--- src/rtl/vab_pkg.sv ---
package vab_pkg;

	localparam int LEVEL_W = 17;
	localparam int KEY_W   = 7;
	localparam int STAGE_W = 3;
	localparam int KIND_W  = 2;
	localparam int VOICE_W = 4;
	localparam int COUNT_W = 5;
	localparam int CIDX_W  = 3;

	localparam logic [LEVEL_W-1:0] FULL_SCALE = 17'd65536;

	localparam logic [STAGE_W-1:0] ST_OFF     = 3'd0;
	localparam logic [STAGE_W-1:0] ST_ATTACK  = 3'd1;
	localparam logic [STAGE_W-1:0] ST_DECAY   = 3'd2;
	localparam logic [STAGE_W-1:0] ST_SUSTAIN = 3'd3;
	localparam logic [STAGE_W-1:0] ST_RELEASE = 3'd4;

	localparam logic [KIND_W-1:0] KIND_NOTE_ON  = 2'd0;
	localparam logic [KIND_W-1:0] KIND_NOTE_OFF = 2'd1;
	localparam logic [KIND_W-1:0] KIND_ALL_OFF  = 2'd2;
	localparam logic [KIND_W-1:0] KIND_TICK     = 2'd3;

	localparam logic [CIDX_W-1:0] REG_MONO    = 3'd0;
	localparam logic [CIDX_W-1:0] REG_ATTACK  = 3'd1;
	localparam logic [CIDX_W-1:0] REG_DECAY   = 3'd2;
	localparam logic [CIDX_W-1:0] REG_SUSTAIN = 3'd3;
	localparam logic [CIDX_W-1:0] REG_RELEASE = 3'd4;

	typedef struct packed {
		logic [STAGE_W-1:0] stage;
		logic [LEVEL_W-1:0] level;
		logic [KEY_W-1:0]   key;
	} entry_t;

endpackage

--- src/rtl/voice_allocator_adsr_bank.sv ---
// voice state sits in one memory, walked one voice per cycle (one read, at most one write back)
// note off / all off: result strobed after one scan pass; note on also writes the chosen voice first
// tick: step pass then report pass, N results on consecutive cycles, the final one flagged by last
// start is taken only while idle (busy low); a new beat waits until the previous one is finished
// arst_n resets control, config registers (to defaults) and per-voice valid bits; unwritten voices read as off
module voice_allocator_adsr_bank #(
	parameter int NUM_VOICES = 16
) (
	input  logic                         clk,
	input  logic                         arst_n,
	input  logic                         start,
	output logic                         busy,
	input  logic [vab_pkg::KIND_W-1:0]   kind,
	input  logic [vab_pkg::KEY_W-1:0]    note,
	input  logic                         cfg_valid,
	output logic                         cfg_ready,
	input  logic [vab_pkg::CIDX_W-1:0]   cfg_index,
	input  logic [vab_pkg::LEVEL_W-1:0]  cfg_data,
	output logic                         strobe,
	output logic [vab_pkg::VOICE_W-1:0]  voice,
	output logic [vab_pkg::LEVEL_W-1:0]  level,
	output logic [vab_pkg::STAGE_W-1:0]  stage,
	output logic [vab_pkg::KEY_W-1:0]    voice_note,
	output logic [vab_pkg::COUNT_W-1:0]  released_count,
	output logic [vab_pkg::COUNT_W-1:0]  active_count,
	output logic                         last
);

	localparam int IW = (NUM_VOICES > 1) ? $clog2(NUM_VOICES) : 1;
	localparam int CW = $clog2(NUM_VOICES + 1);

	localparam logic [2:0] S_IDLE = 3'd0;
	localparam logic [2:0] S_SCAN = 3'd1;
	localparam logic [2:0] S_ONW  = 3'd2;
	localparam logic [2:0] S_STEP = 3'd3;
	localparam logic [2:0] S_OUT  = 3'd4;

	// config registers
	logic                         mono_q;
	logic [vab_pkg::LEVEL_W-1:0]  attack_q, decay_q, sustain_q, release_q;

	logic [2:0]                   state_q;
	logic [vab_pkg::KIND_W-1:0]   kind_q;
	logic [vab_pkg::KEY_W-1:0]    note_q;
	logic [CW-1:0]                addr_q;
	logic                         v_s1;
	logic [IW-1:0]                idx_s1;
	vab_pkg::entry_t              rdata_s1;
	logic                         found_q, have_q;
	logic [IW-1:0]                chosen_q;
	logic [vab_pkg::LEVEL_W-1:0]  lowest_q;
	logic [CW-1:0]                rel_q, act_q, active_q;
	logic [NUM_VOICES-1:0]        vld_q;

	vab_pkg::entry_t              mem [NUM_VOICES];

	logic                         rd_en, pass_done, we, rel_hit;
	logic [IW-1:0]                waddr;
	vab_pkg::entry_t              wdata, cur, stepped;
	logic [vab_pkg::LEVEL_W-1:0]  sus;
	logic                         is_held;

	logic                         strobe_q, last_q;
	logic [vab_pkg::VOICE_W-1:0]  voice_q;
	logic [vab_pkg::LEVEL_W-1:0]  level_q;
	logic [vab_pkg::STAGE_W-1:0]  stage_q;
	logic [vab_pkg::KEY_W-1:0]    key_q;
	logic [CW-1:0]                relout_q, actout_q;

	assign busy      = (state_q != S_IDLE);
	assign cfg_ready = 1'b1;

	always_ff @(posedge clk or negedge arst_n) begin
		if (!arst_n) begin
			mono_q    <= 1'b0;
			attack_q  <= 17'd655;
			decay_q   <= 17'd655;
			sustain_q <= 17'd45875;
			release_q <= 17'd328;
		end else if (cfg_valid && cfg_ready) begin
			unique case (cfg_index)
				vab_pkg::REG_MONO:    mono_q    <= cfg_data[0];
				vab_pkg::REG_ATTACK:  attack_q  <= cfg_data;
				vab_pkg::REG_DECAY:   decay_q   <= cfg_data;
				vab_pkg::REG_SUSTAIN: sustain_q <= cfg_data;
				vab_pkg::REG_RELEASE: release_q <= cfg_data;
				default: ;
			endcase
		end
	end

	assign sus = (sustain_q > vab_pkg::FULL_SCALE) ? vab_pkg::FULL_SCALE : sustain_q;

	assign rd_en = (state_q == S_SCAN || state_q == S_STEP || state_q == S_OUT)
		&& (addr_q < CW'(NUM_VOICES));
	assign pass_done = (addr_q == CW'(NUM_VOICES)) && !v_s1;

	// never-written voices read as off, level 0, key 0
	assign cur = vld_q[idx_s1] ? rdata_s1 : '0;

	assign is_held = (cur.stage == vab_pkg::ST_ATTACK) || (cur.stage == vab_pkg::ST_DECAY)
		|| (cur.stage == vab_pkg::ST_SUSTAIN);

	always_comb begin
		rel_hit = 1'b0;
		if (is_held) begin
			unique case (kind_q)
				vab_pkg::KIND_ALL_OFF:  rel_hit = 1'b1;
				vab_pkg::KIND_NOTE_OFF: rel_hit = (cur.key == note_q);
				vab_pkg::KIND_NOTE_ON:  rel_hit = mono_q && (idx_s1 != '0);
				default:                rel_hit = 1'b0;
			endcase
		end
	end

	// one envelope step
	always_comb begin
		logic [vab_pkg::LEVEL_W:0]   sum;
		logic signed [vab_pkg::LEVEL_W+1:0] dif;
		sum = {1'b0, cur.level} + {1'b0, attack_q};
		dif = '0;
		stepped = cur;
		unique case (cur.stage)
			vab_pkg::ST_ATTACK: begin
				if (sum >= {1'b0, vab_pkg::FULL_SCALE}) begin
					stepped.level = vab_pkg::FULL_SCALE;
					stepped.stage = vab_pkg::ST_DECAY;
				end else begin
					stepped.level = sum[vab_pkg::LEVEL_W-1:0];
				end
			end
			vab_pkg::ST_DECAY: begin
				dif = $signed({2'b00, cur.level}) - $signed({2'b00, decay_q});
				if (dif <= $signed({2'b00, sus})) begin
					stepped.level = sus;
					stepped.stage = vab_pkg::ST_SUSTAIN;
				end else begin
					stepped.level = dif[vab_pkg::LEVEL_W-1:0];
				end
			end
			vab_pkg::ST_RELEASE: begin
				dif = $signed({2'b00, cur.level}) - $signed({2'b00, release_q});
				if (dif <= 0) begin
					stepped.level = '0;
					stepped.stage = vab_pkg::ST_OFF;
				end else begin
					stepped.level = dif[vab_pkg::LEVEL_W-1:0];
				end
			end
			default: ;
		endcase
	end

	always_comb begin
		we    = 1'b0;
		waddr = idx_s1;
		wdata = cur;
		priority if (state_q == S_ONW) begin
			we    = 1'b1;
			waddr = chosen_q;
			wdata = '{stage: vab_pkg::ST_ATTACK, level: '0, key: note_q};
		end else if (state_q == S_STEP && v_s1) begin
			we    = 1'b1;
			wdata = stepped;
		end else if (state_q == S_SCAN && v_s1 && rel_hit) begin
			we          = 1'b1;
			wdata.stage = vab_pkg::ST_RELEASE;
		end
	end

	always_ff @(posedge clk) begin
		if (we) begin
			mem[waddr] <= wdata;
		end
		if (rd_en) begin
			rdata_s1 <= mem[addr_q[IW-1:0]];
			idx_s1   <= addr_q[IW-1:0];
		end
	end

	always_ff @(posedge clk or negedge arst_n) begin
		if (!arst_n) begin
			vld_q <= '0;
		end else if (we) begin
			vld_q[waddr] <= 1'b1;
		end
	end

	always_ff @(posedge clk or negedge arst_n) begin
		if (!arst_n) begin
			state_q  <= S_IDLE;
			kind_q   <= vab_pkg::KIND_NOTE_ON;
			note_q   <= '0;
			addr_q   <= '0;
			v_s1     <= 1'b0;
			found_q  <= 1'b0;
			have_q   <= 1'b0;
			chosen_q <= '0;
			lowest_q <= '0;
			rel_q    <= '0;
			act_q    <= '0;
			active_q <= '0;
			strobe_q <= 1'b0;
		end else begin
			strobe_q <= 1'b0;
			v_s1     <= rd_en;
			if (rd_en) begin
				addr_q <= addr_q + CW'(1);
			end
			unique case (state_q)
				S_IDLE: begin
					if (start) begin
						kind_q   <= kind;
						note_q   <= note;
						addr_q   <= '0;
						found_q  <= 1'b0;
						have_q   <= 1'b0;
						chosen_q <= '0;
						rel_q    <= '0;
						act_q    <= '0;
						state_q  <= (kind == vab_pkg::KIND_TICK) ? S_STEP : S_SCAN;
					end
				end
				S_SCAN: begin
					if (v_s1) begin
						if (rel_hit) begin
							rel_q <= rel_q + CW'(1);
						end
						if (kind_q == vab_pkg::KIND_NOTE_ON) begin
							if (mono_q) begin
								if (idx_s1 == '0) begin
									found_q  <= (cur.stage == vab_pkg::ST_OFF);
									chosen_q <= '0;
								end
							end else if (!found_q) begin
								if (cur.stage == vab_pkg::ST_OFF) begin
									found_q  <= 1'b1;
									chosen_q <= idx_s1;
								end else if (!have_q || cur.level < lowest_q) begin
									have_q   <= 1'b1;
									lowest_q <= cur.level;
									chosen_q <= idx_s1;
								end
							end
						end
					end
					if (pass_done) begin
						if (kind_q == vab_pkg::KIND_NOTE_ON) begin
							state_q <= S_ONW;
						end else begin
							strobe_q <= 1'b1;
							state_q  <= S_IDLE;
						end
					end
				end
				S_ONW: begin
					active_q <= active_q + CW'(found_q);
					strobe_q <= 1'b1;
					state_q  <= S_IDLE;
				end
				S_STEP: begin
					if (v_s1 && stepped.stage != vab_pkg::ST_OFF) begin
						act_q <= act_q + CW'(1);
					end
					if (pass_done) begin
						active_q <= act_q;
						addr_q   <= '0;
						state_q  <= S_OUT;
					end
				end
				S_OUT: begin
					if (v_s1) begin
						strobe_q <= 1'b1;
					end
					if (pass_done) begin
						state_q <= S_IDLE;
					end
				end
				default: state_q <= S_IDLE;
			endcase
		end
	end

	// result payload
	always_ff @(posedge clk) begin
		if (state_q == S_SCAN && pass_done) begin
			voice_q  <= '0;
			level_q  <= '0;
			stage_q  <= vab_pkg::ST_OFF;
			key_q    <= note_q;
			relout_q <= rel_q;
			actout_q <= active_q;
			last_q   <= 1'b1;
		end else if (state_q == S_ONW) begin
			voice_q  <= vab_pkg::VOICE_W'(chosen_q);
			level_q  <= '0;
			stage_q  <= vab_pkg::ST_ATTACK;
			key_q    <= note_q;
			relout_q <= rel_q;
			actout_q <= active_q + CW'(found_q);
			last_q   <= 1'b1;
		end else if (state_q == S_OUT && v_s1) begin
			voice_q  <= vab_pkg::VOICE_W'(idx_s1);
			level_q  <= cur.level;
			stage_q  <= cur.stage;
			key_q    <= cur.key;
			relout_q <= '0;
			actout_q <= active_q;
			last_q   <= (idx_s1 == IW'(NUM_VOICES - 1));
		end
	end

	assign strobe         = strobe_q;
	assign voice          = voice_q;
	assign level          = level_q;
	assign stage          = stage_q;
	assign voice_note     = key_q;
	assign released_count = vab_pkg::COUNT_W'(relout_q);
	assign active_count   = vab_pkg::COUNT_W'(actout_q);
	assign last           = last_q;

	a_accept_busy: assert property (@(posedge clk) disable iff (!arst_n)
		start && !busy |=> busy)
		else $error("accepted beat did not raise busy");

	a_tick_burst: assert property (@(posedge clk) disable iff (!arst_n)
		strobe && !last |=> strobe)
		else $error("gap inside tick results");

	a_onw_result: assert property (@(posedge clk) disable iff (!arst_n)
		state_q == S_ONW |=> strobe && last)
		else $error("note on without result");

	a_active_range: assert property (@(posedge clk) disable iff (!arst_n)
		active_q <= CW'(NUM_VOICES))
		else $error("active count beyond voice count");

endmodule
--- config.mk ---
export PLATFORM = sky130hd
export DESIGN_NAME = voice_allocator_adsr_bank
export DESIGN_NICKNAME = d
export VERILOG_FILES = /design/src/rtl/vab_pkg.sv /design/src/rtl/voice_allocator_adsr_bank.sv
export SDC_FILE = /design/constraint.sdc
export NUM_CORES = 1
export LEC_CHECK = 0
export ABC_AREA = 1
export BUFFER_PORTS_ARGS = -buffer_cell sky130_fd_sc_hd__buf_2
export CAP_MARGIN = 20
export CORE_MARGIN = 8
export CORE_UTILIZATION = 30
export DETAILED_ROUTE_END_ITERATION = 8
export PLACE_DENSITY_LB_ADDON = 0.05
export RECOVER_POWER = 25
export SLEW_MARGIN = 20
export SYNTH_ARGS = -nofsm -noshare
export SYNTH_HDL_FRONTEND = slang
export SYNTH_SLANG_ARGS = --single-unit
--- constraint.sdc ---
create_clock -name clk -period 6.7 [get_ports clk]
set_clock_uncertainty 0.15 [all_clocks]
set_input_delay 1.34 -clock clk [delete_from_list [all_inputs] [get_ports clk]]
set_output_delay 1.34 -clock clk [all_outputs]
set_load 0.05 [all_outputs]
==> results by group <==
Status
  – Outcome: finished with violations
  – Violated checks: capacitance limit, slew limit

Synthesis
  – Average instance area after synthesis: between 10 and 15 um2
  – Basic-gate share of the synthesized area counting and, or, nand and nor cells: roughly 16%
  – Arithmetic-cell share of the synthesized area counting full adders, half adders and majority gates: ~3.6%
  – Post-synthesis instance area: 29,800 um2
  – Share of synthesized area spent on multiplexers: less than 1%
  – Synthesized netlist cell count: roughly 2,900
  – Largest family of logic cells by synthesized area: simple AND/OR/NAND/NOR gates
  – Number of synthesized register bits: roughly 650
  – Number of flops mapped to enable cells by yosys: between 400 and 500
  – Warnings from Yosys: 0
  – Main flop type after synthesis: sky130_fd_sc_hd__edfxtp_1
  – Async set or reset register ratio after synthesis: between 20 and 25%
  – Synth Area in Compound Gates: 12.4%
  – Net Count, Synth: 3,030
  – Number of distinct library cells after synthesis: 65
  – Xor and xnor fraction of the mapped netlist area: between 1 and 1.5%
  – Fraction of the yosys area taken by sequential cells: around 62%

Hold path
  – Capture endpoint of the worst hold path: vld_q[15]
  – Worst hold stages: 2
  – Worst min-delay path startpoint: vld_q[15]
  – Worst min-delay path category: reg2reg

Worst setup path
  – Arrival @ worst endpoint: between 6000 and 7000 ps
  – Crit path launch type: register
  – Reg-to-reg startpoint: idx_s1[0]
  – Reg2Reg Capture Point: mem[14][16]
  – Crit. End Element: register
  – Cell type with the highest occurrence count on the critical path: sky130_fd_sc_hd__nand2_1
  – Critical path data required time: 6910 ps
  – R2R Setup Slk: between 400 and 500 ps
  – CP max stage cell: sky130_fd_sc_hd__edfxtp_1
  – Register-to-Register Path Depth: 37
  – CP Max Fanout: 16
  – CP Class: reg2reg
  – CP max stage delay: between 500 and 600 ps

STA
  – Number of pins exceeding their max-slew limit in the final report: 430
  – Setup slack of the critical path after layout: 456 ps
  – RSZ-0062 raised after global routing: no
  – Max frequency: between 0.15 and 0.2 GHz
  – Clock period minus final worst setup slack: approximately 6200 ps
  – Accumulated negative setup slack: 0 ps
  – Number of hold violations in the final report: 0
  – Worst-Margin Slew: 3690 ps
  – Slew HR: -146%
  – Setup violators final: 0
  – Period Utilization, post-route: between 90% and 100%

Floorplanning
  – Die Width: roughly 330 um
  – Number of placement rows: 115
  – Core Area: 98,400 um2
  – Die Outline Area: around 110,000 um2
  – Initial Utilization: a little under a third
  – Die boundary height: 331 um
  – # IOs: 78

Layout
  – Area growth, synth to finish: 15.0%
  – Share of cells above drive strength 1: between 10% and 20%
  – Antenna fix cells: 0
  – Count of nets after finishing: about 3,100

Placement
  – Placer Congestion: about 0.86
  – Post-DP HPWL: roughly 65 mm
  – Pre-CTS worst setup slack: ~270 ps
  – Number of port buffers: 76

Global routing
  – Wire length of the first global-routing pass: about 150 mm
  – Largest net degree at the start of global routing: 94
  – All-layer global routing usage: approximately 18%
  – Number of antenna violations at the first check in global routing: 0
  – Congestion Overflow GR: 0
  – Via count of the first global-routing pass: ~22,000

Power and ir drop
  – Reported leakage power: 13.6 nW
  – Peak supply drop: between 0.0002 and 0.00025 V
  – Power density over cell area: 555 nW/um2

Clocking
  – Max clock buf depth: 3
  – Inserted Clock Buffers: 77
  – Clock network latency to the later pin of the worst-skew pair: between 600 and 700 ps
  – H-tree levels: 3
  – CTS Root Cell: sky130_fd_sc_hd__clkbuf_16
  – Clock edge transition at the registers on the reported setup and hold paths: approximately 60 ps
  – Number of sinks handled by clock tree synthesis: 647
  – TritonCTS clock tree: built

Drt
  – Routed length per instance: 23.3 um
  – Initial DRC Count: ~1,600
  – Total Wirelength: around 100 mm
  – Vias per Instance: 5.02
  – Number of search-and-repair iterations in the first detailed-routing pass: 5
  – DR DRC count: 0
  – Routed via count: 21,924
  – Post-detailed-route count of antenna-violating nets: 0

Run
  – Max-cap check violation count: 11
==> metal layers <==
| metal | up-vias | global-route usage (%) | share of wire [%] |
|---|---|---|---|
| li1 | 10391 | - | - |
| met1 | 10915 | 24.4 | 46 |
| met2 | 485 | 30.3 | 48 |
| met3 | 133 | 2.27 | 3.7 |
| met4 | 0 | 4.91 | 2.1 |
| met5 | - | 0 | 0 |
==> registers in the layout, summed over array words and instances, names as in the netlist, 16 cells and up <==
register	count
attack_q	17
decay_q	17
level	17
lowest_q	17
mem	432
rdata_s1	27
release_q	17
sustain_q	17
vld_q	16
==> cell families (layout without fill, tap and decap cells) <==
group / count (synthesis) / in the layout
AOI/OAI and AO/OA: 654 / 654
and+or+nand+nor: 1099 / 1099
adders and majority gates: 84 / 84
DFF: 647 / 647
xor gates and xnor gates: 35 / 35
other: 1 / 1
buffers and inverters: 393 / 555
muxes: 1 / 1
==> worst max-delay path by stage <==
stage,depth (start not counted),to,startpoint
after floorplan,39,mem[0][23],idx_s1[0]
after global placement,37,mem[12][22],idx_s1[0]
after detailed placement,37,mem[12][22],idx_s1[0]
after CTS,37,mem[10][22],idx_s1[0]
after global routing,39,mem[5][14],idx_s1[0]
final,37,mem[14][16],idx_s1[0]
==> cells in the mapped netlist (8+ instances only) <==
| library cell | count | area [um2] |
|---|---|---|
| sky130_fd_sc_hd__edfxtp_1 | 480 | 14400 |
| sky130_fd_sc_hd__nand3_1 | 135 | 676 |
| sky130_fd_sc_hd__nor4_1 | 8 | 50.1 |
| sky130_fd_sc_hd__nor2_1 | 227 | 852 |
| sky130_fd_sc_hd__xor2_1 | 24 | 210 |
| sky130_fd_sc_hd__inv_2 | 14 | 52.6 |
| sky130_fd_sc_hd__dfstp_2 | 24 | 631 |
| sky130_fd_sc_hd__clkbuf_1 | 102 | 383 |
| sky130_fd_sc_hd__nand2_2 | 14 | 87.6 |
| sky130_fd_sc_hd__inv_1 | 256 | 961 |
| sky130_fd_sc_hd__nand2_1 | 610 | 2290 |
| sky130_fd_sc_hd__o21ai_1 | 31 | 155 |
| sky130_fd_sc_hd__a21oi_1 | 159 | 796 |
| sky130_fd_sc_hd__o22ai_1 | 37 | 231 |
| sky130_fd_sc_hd__dfxtp_1 | 25 | 500 |
| sky130_fd_sc_hd__a31oi_1 | 8 | 50.1 |
| sky130_fd_sc_hd__xnor2_1 | 10 | 87.6 |
| sky130_fd_sc_hd__nor3_1 | 15 | 75.1 |
| sky130_fd_sc_hd__dfrtp_1 | 118 | 2950 |
| sky130_fd_sc_hd__buf_1 | 10 | 37.5 |
| sky130_fd_sc_hd__o211ai_1 | 11 | 82.6 |
| sky130_fd_sc_hd__o21ai_0 | 316 | 1580 |
| sky130_fd_sc_hd__ha_1 | 80 | 1000 |
| sky130_fd_sc_hd__o221ai_1 | 23 | 201 |
| sky130_fd_sc_hd__nand4_1 | 51 | 319 |
| sky130_fd_sc_hd__a221oi_1 | 32 | 280 |
==> layout make-up <==
cell class,count,area [um2]
clock buffer,108,2120
sequential,647,18500
clock inverter,35,365
multi-input combinational,1874,9850
timing repair buffer,142,828
tap,1287,1610
fill,9957,64100
inverter,270,1020
==> timing repair <==
action                                  in CTS  in global routing
resized for setup                            0                  8
hold buffers                                 0                  0
endpoints found under the setup margin       0                112
buffers inserted                             0                  1
==> worst max-delay path: cells and delay by family (launching register included) <==
family / cells / cell delay, ps
simple gates: 20 / 2100
buf+inv: 6 / 1250
compound gates: 8 / 1040
fa+ha+maj: 2 / 660
flops: 1 / 540
xor+xnor: 1 / 210
==> power by group <==
group | total, mW | switching (mW) | internal [mW] | leakage (nW)
combinational | 8.76 | 6.30 | 2.46 | 5.98
sequential | 6.12 | 0.420 | 5.70 | 6.39
clock | 4.16 | 1.74 | 2.42 | 1.21
total | 19.0 | 8.46 | 10.6 | 13.6
==> through the flow <==
| step | instances | total power [mW] | instance area, um2 | hold slack, ps | util, % |
|---|---|---|---|---|---|
| after CTS | 4362 | 19.2 | 34300 | 307 | 34.9 |
| after global routing | 4363 | 20.4 | 34300 | 319 | 34.9 |
| after detailed placement | 4219 | 15.0 | 31800 | 293 | 32.4 |
| after floorplan | 2914 | 11.7 | 29800 | 273 | - |
| after global placement | 4218 | 15.0 | 31800 | 292 | 32.3 |
| final | 4363 | 19.0 | 34300 | 303 | 34.9 |
==> cells in the final DEF (no fill, tap or decap), types with 15 or more instances in the layout <==
cell type,Yosys,final
sky130_fd_sc_hd__o21ai_1,31,30
sky130_fd_sc_hd__inv_2,14,25
sky130_fd_sc_hd__dfstp_2,24,24
sky130_fd_sc_hd__ha_1,80,80
sky130_fd_sc_hd__nor3_1,15,15
sky130_fd_sc_hd__a221oi_1,32,32
sky130_fd_sc_hd__xor2_1,24,24
sky130_fd_sc_hd__clkbuf_1,102,43
sky130_fd_sc_hd__edfxtp_1,480,480
sky130_fd_sc_hd__o221ai_1,23,23
sky130_fd_sc_hd__clkbuf_16,0,78
sky130_fd_sc_hd__clkinv_1,0,20
sky130_fd_sc_hd__buf_4,4,48
sky130_fd_sc_hd__o22ai_1,37,37
sky130_fd_sc_hd__nand2_2,14,15
sky130_fd_sc_hd__a21oi_1,159,159
sky130_fd_sc_hd__dfrtp_1,118,115
sky130_fd_sc_hd__inv_1,256,236
sky130_fd_sc_hd__dfxtp_1,25,25
sky130_fd_sc_hd__buf_2,3,73
sky130_fd_sc_hd__nor2_1,227,222
sky130_fd_sc_hd__nand3_1,135,135
sky130_fd_sc_hd__nand2_1,610,609
sky130_fd_sc_hd__nand4_1,51,51
sky130_fd_sc_hd__o21ai_0,316,315
Note: power is estimated with default switching activity, not from simulation.
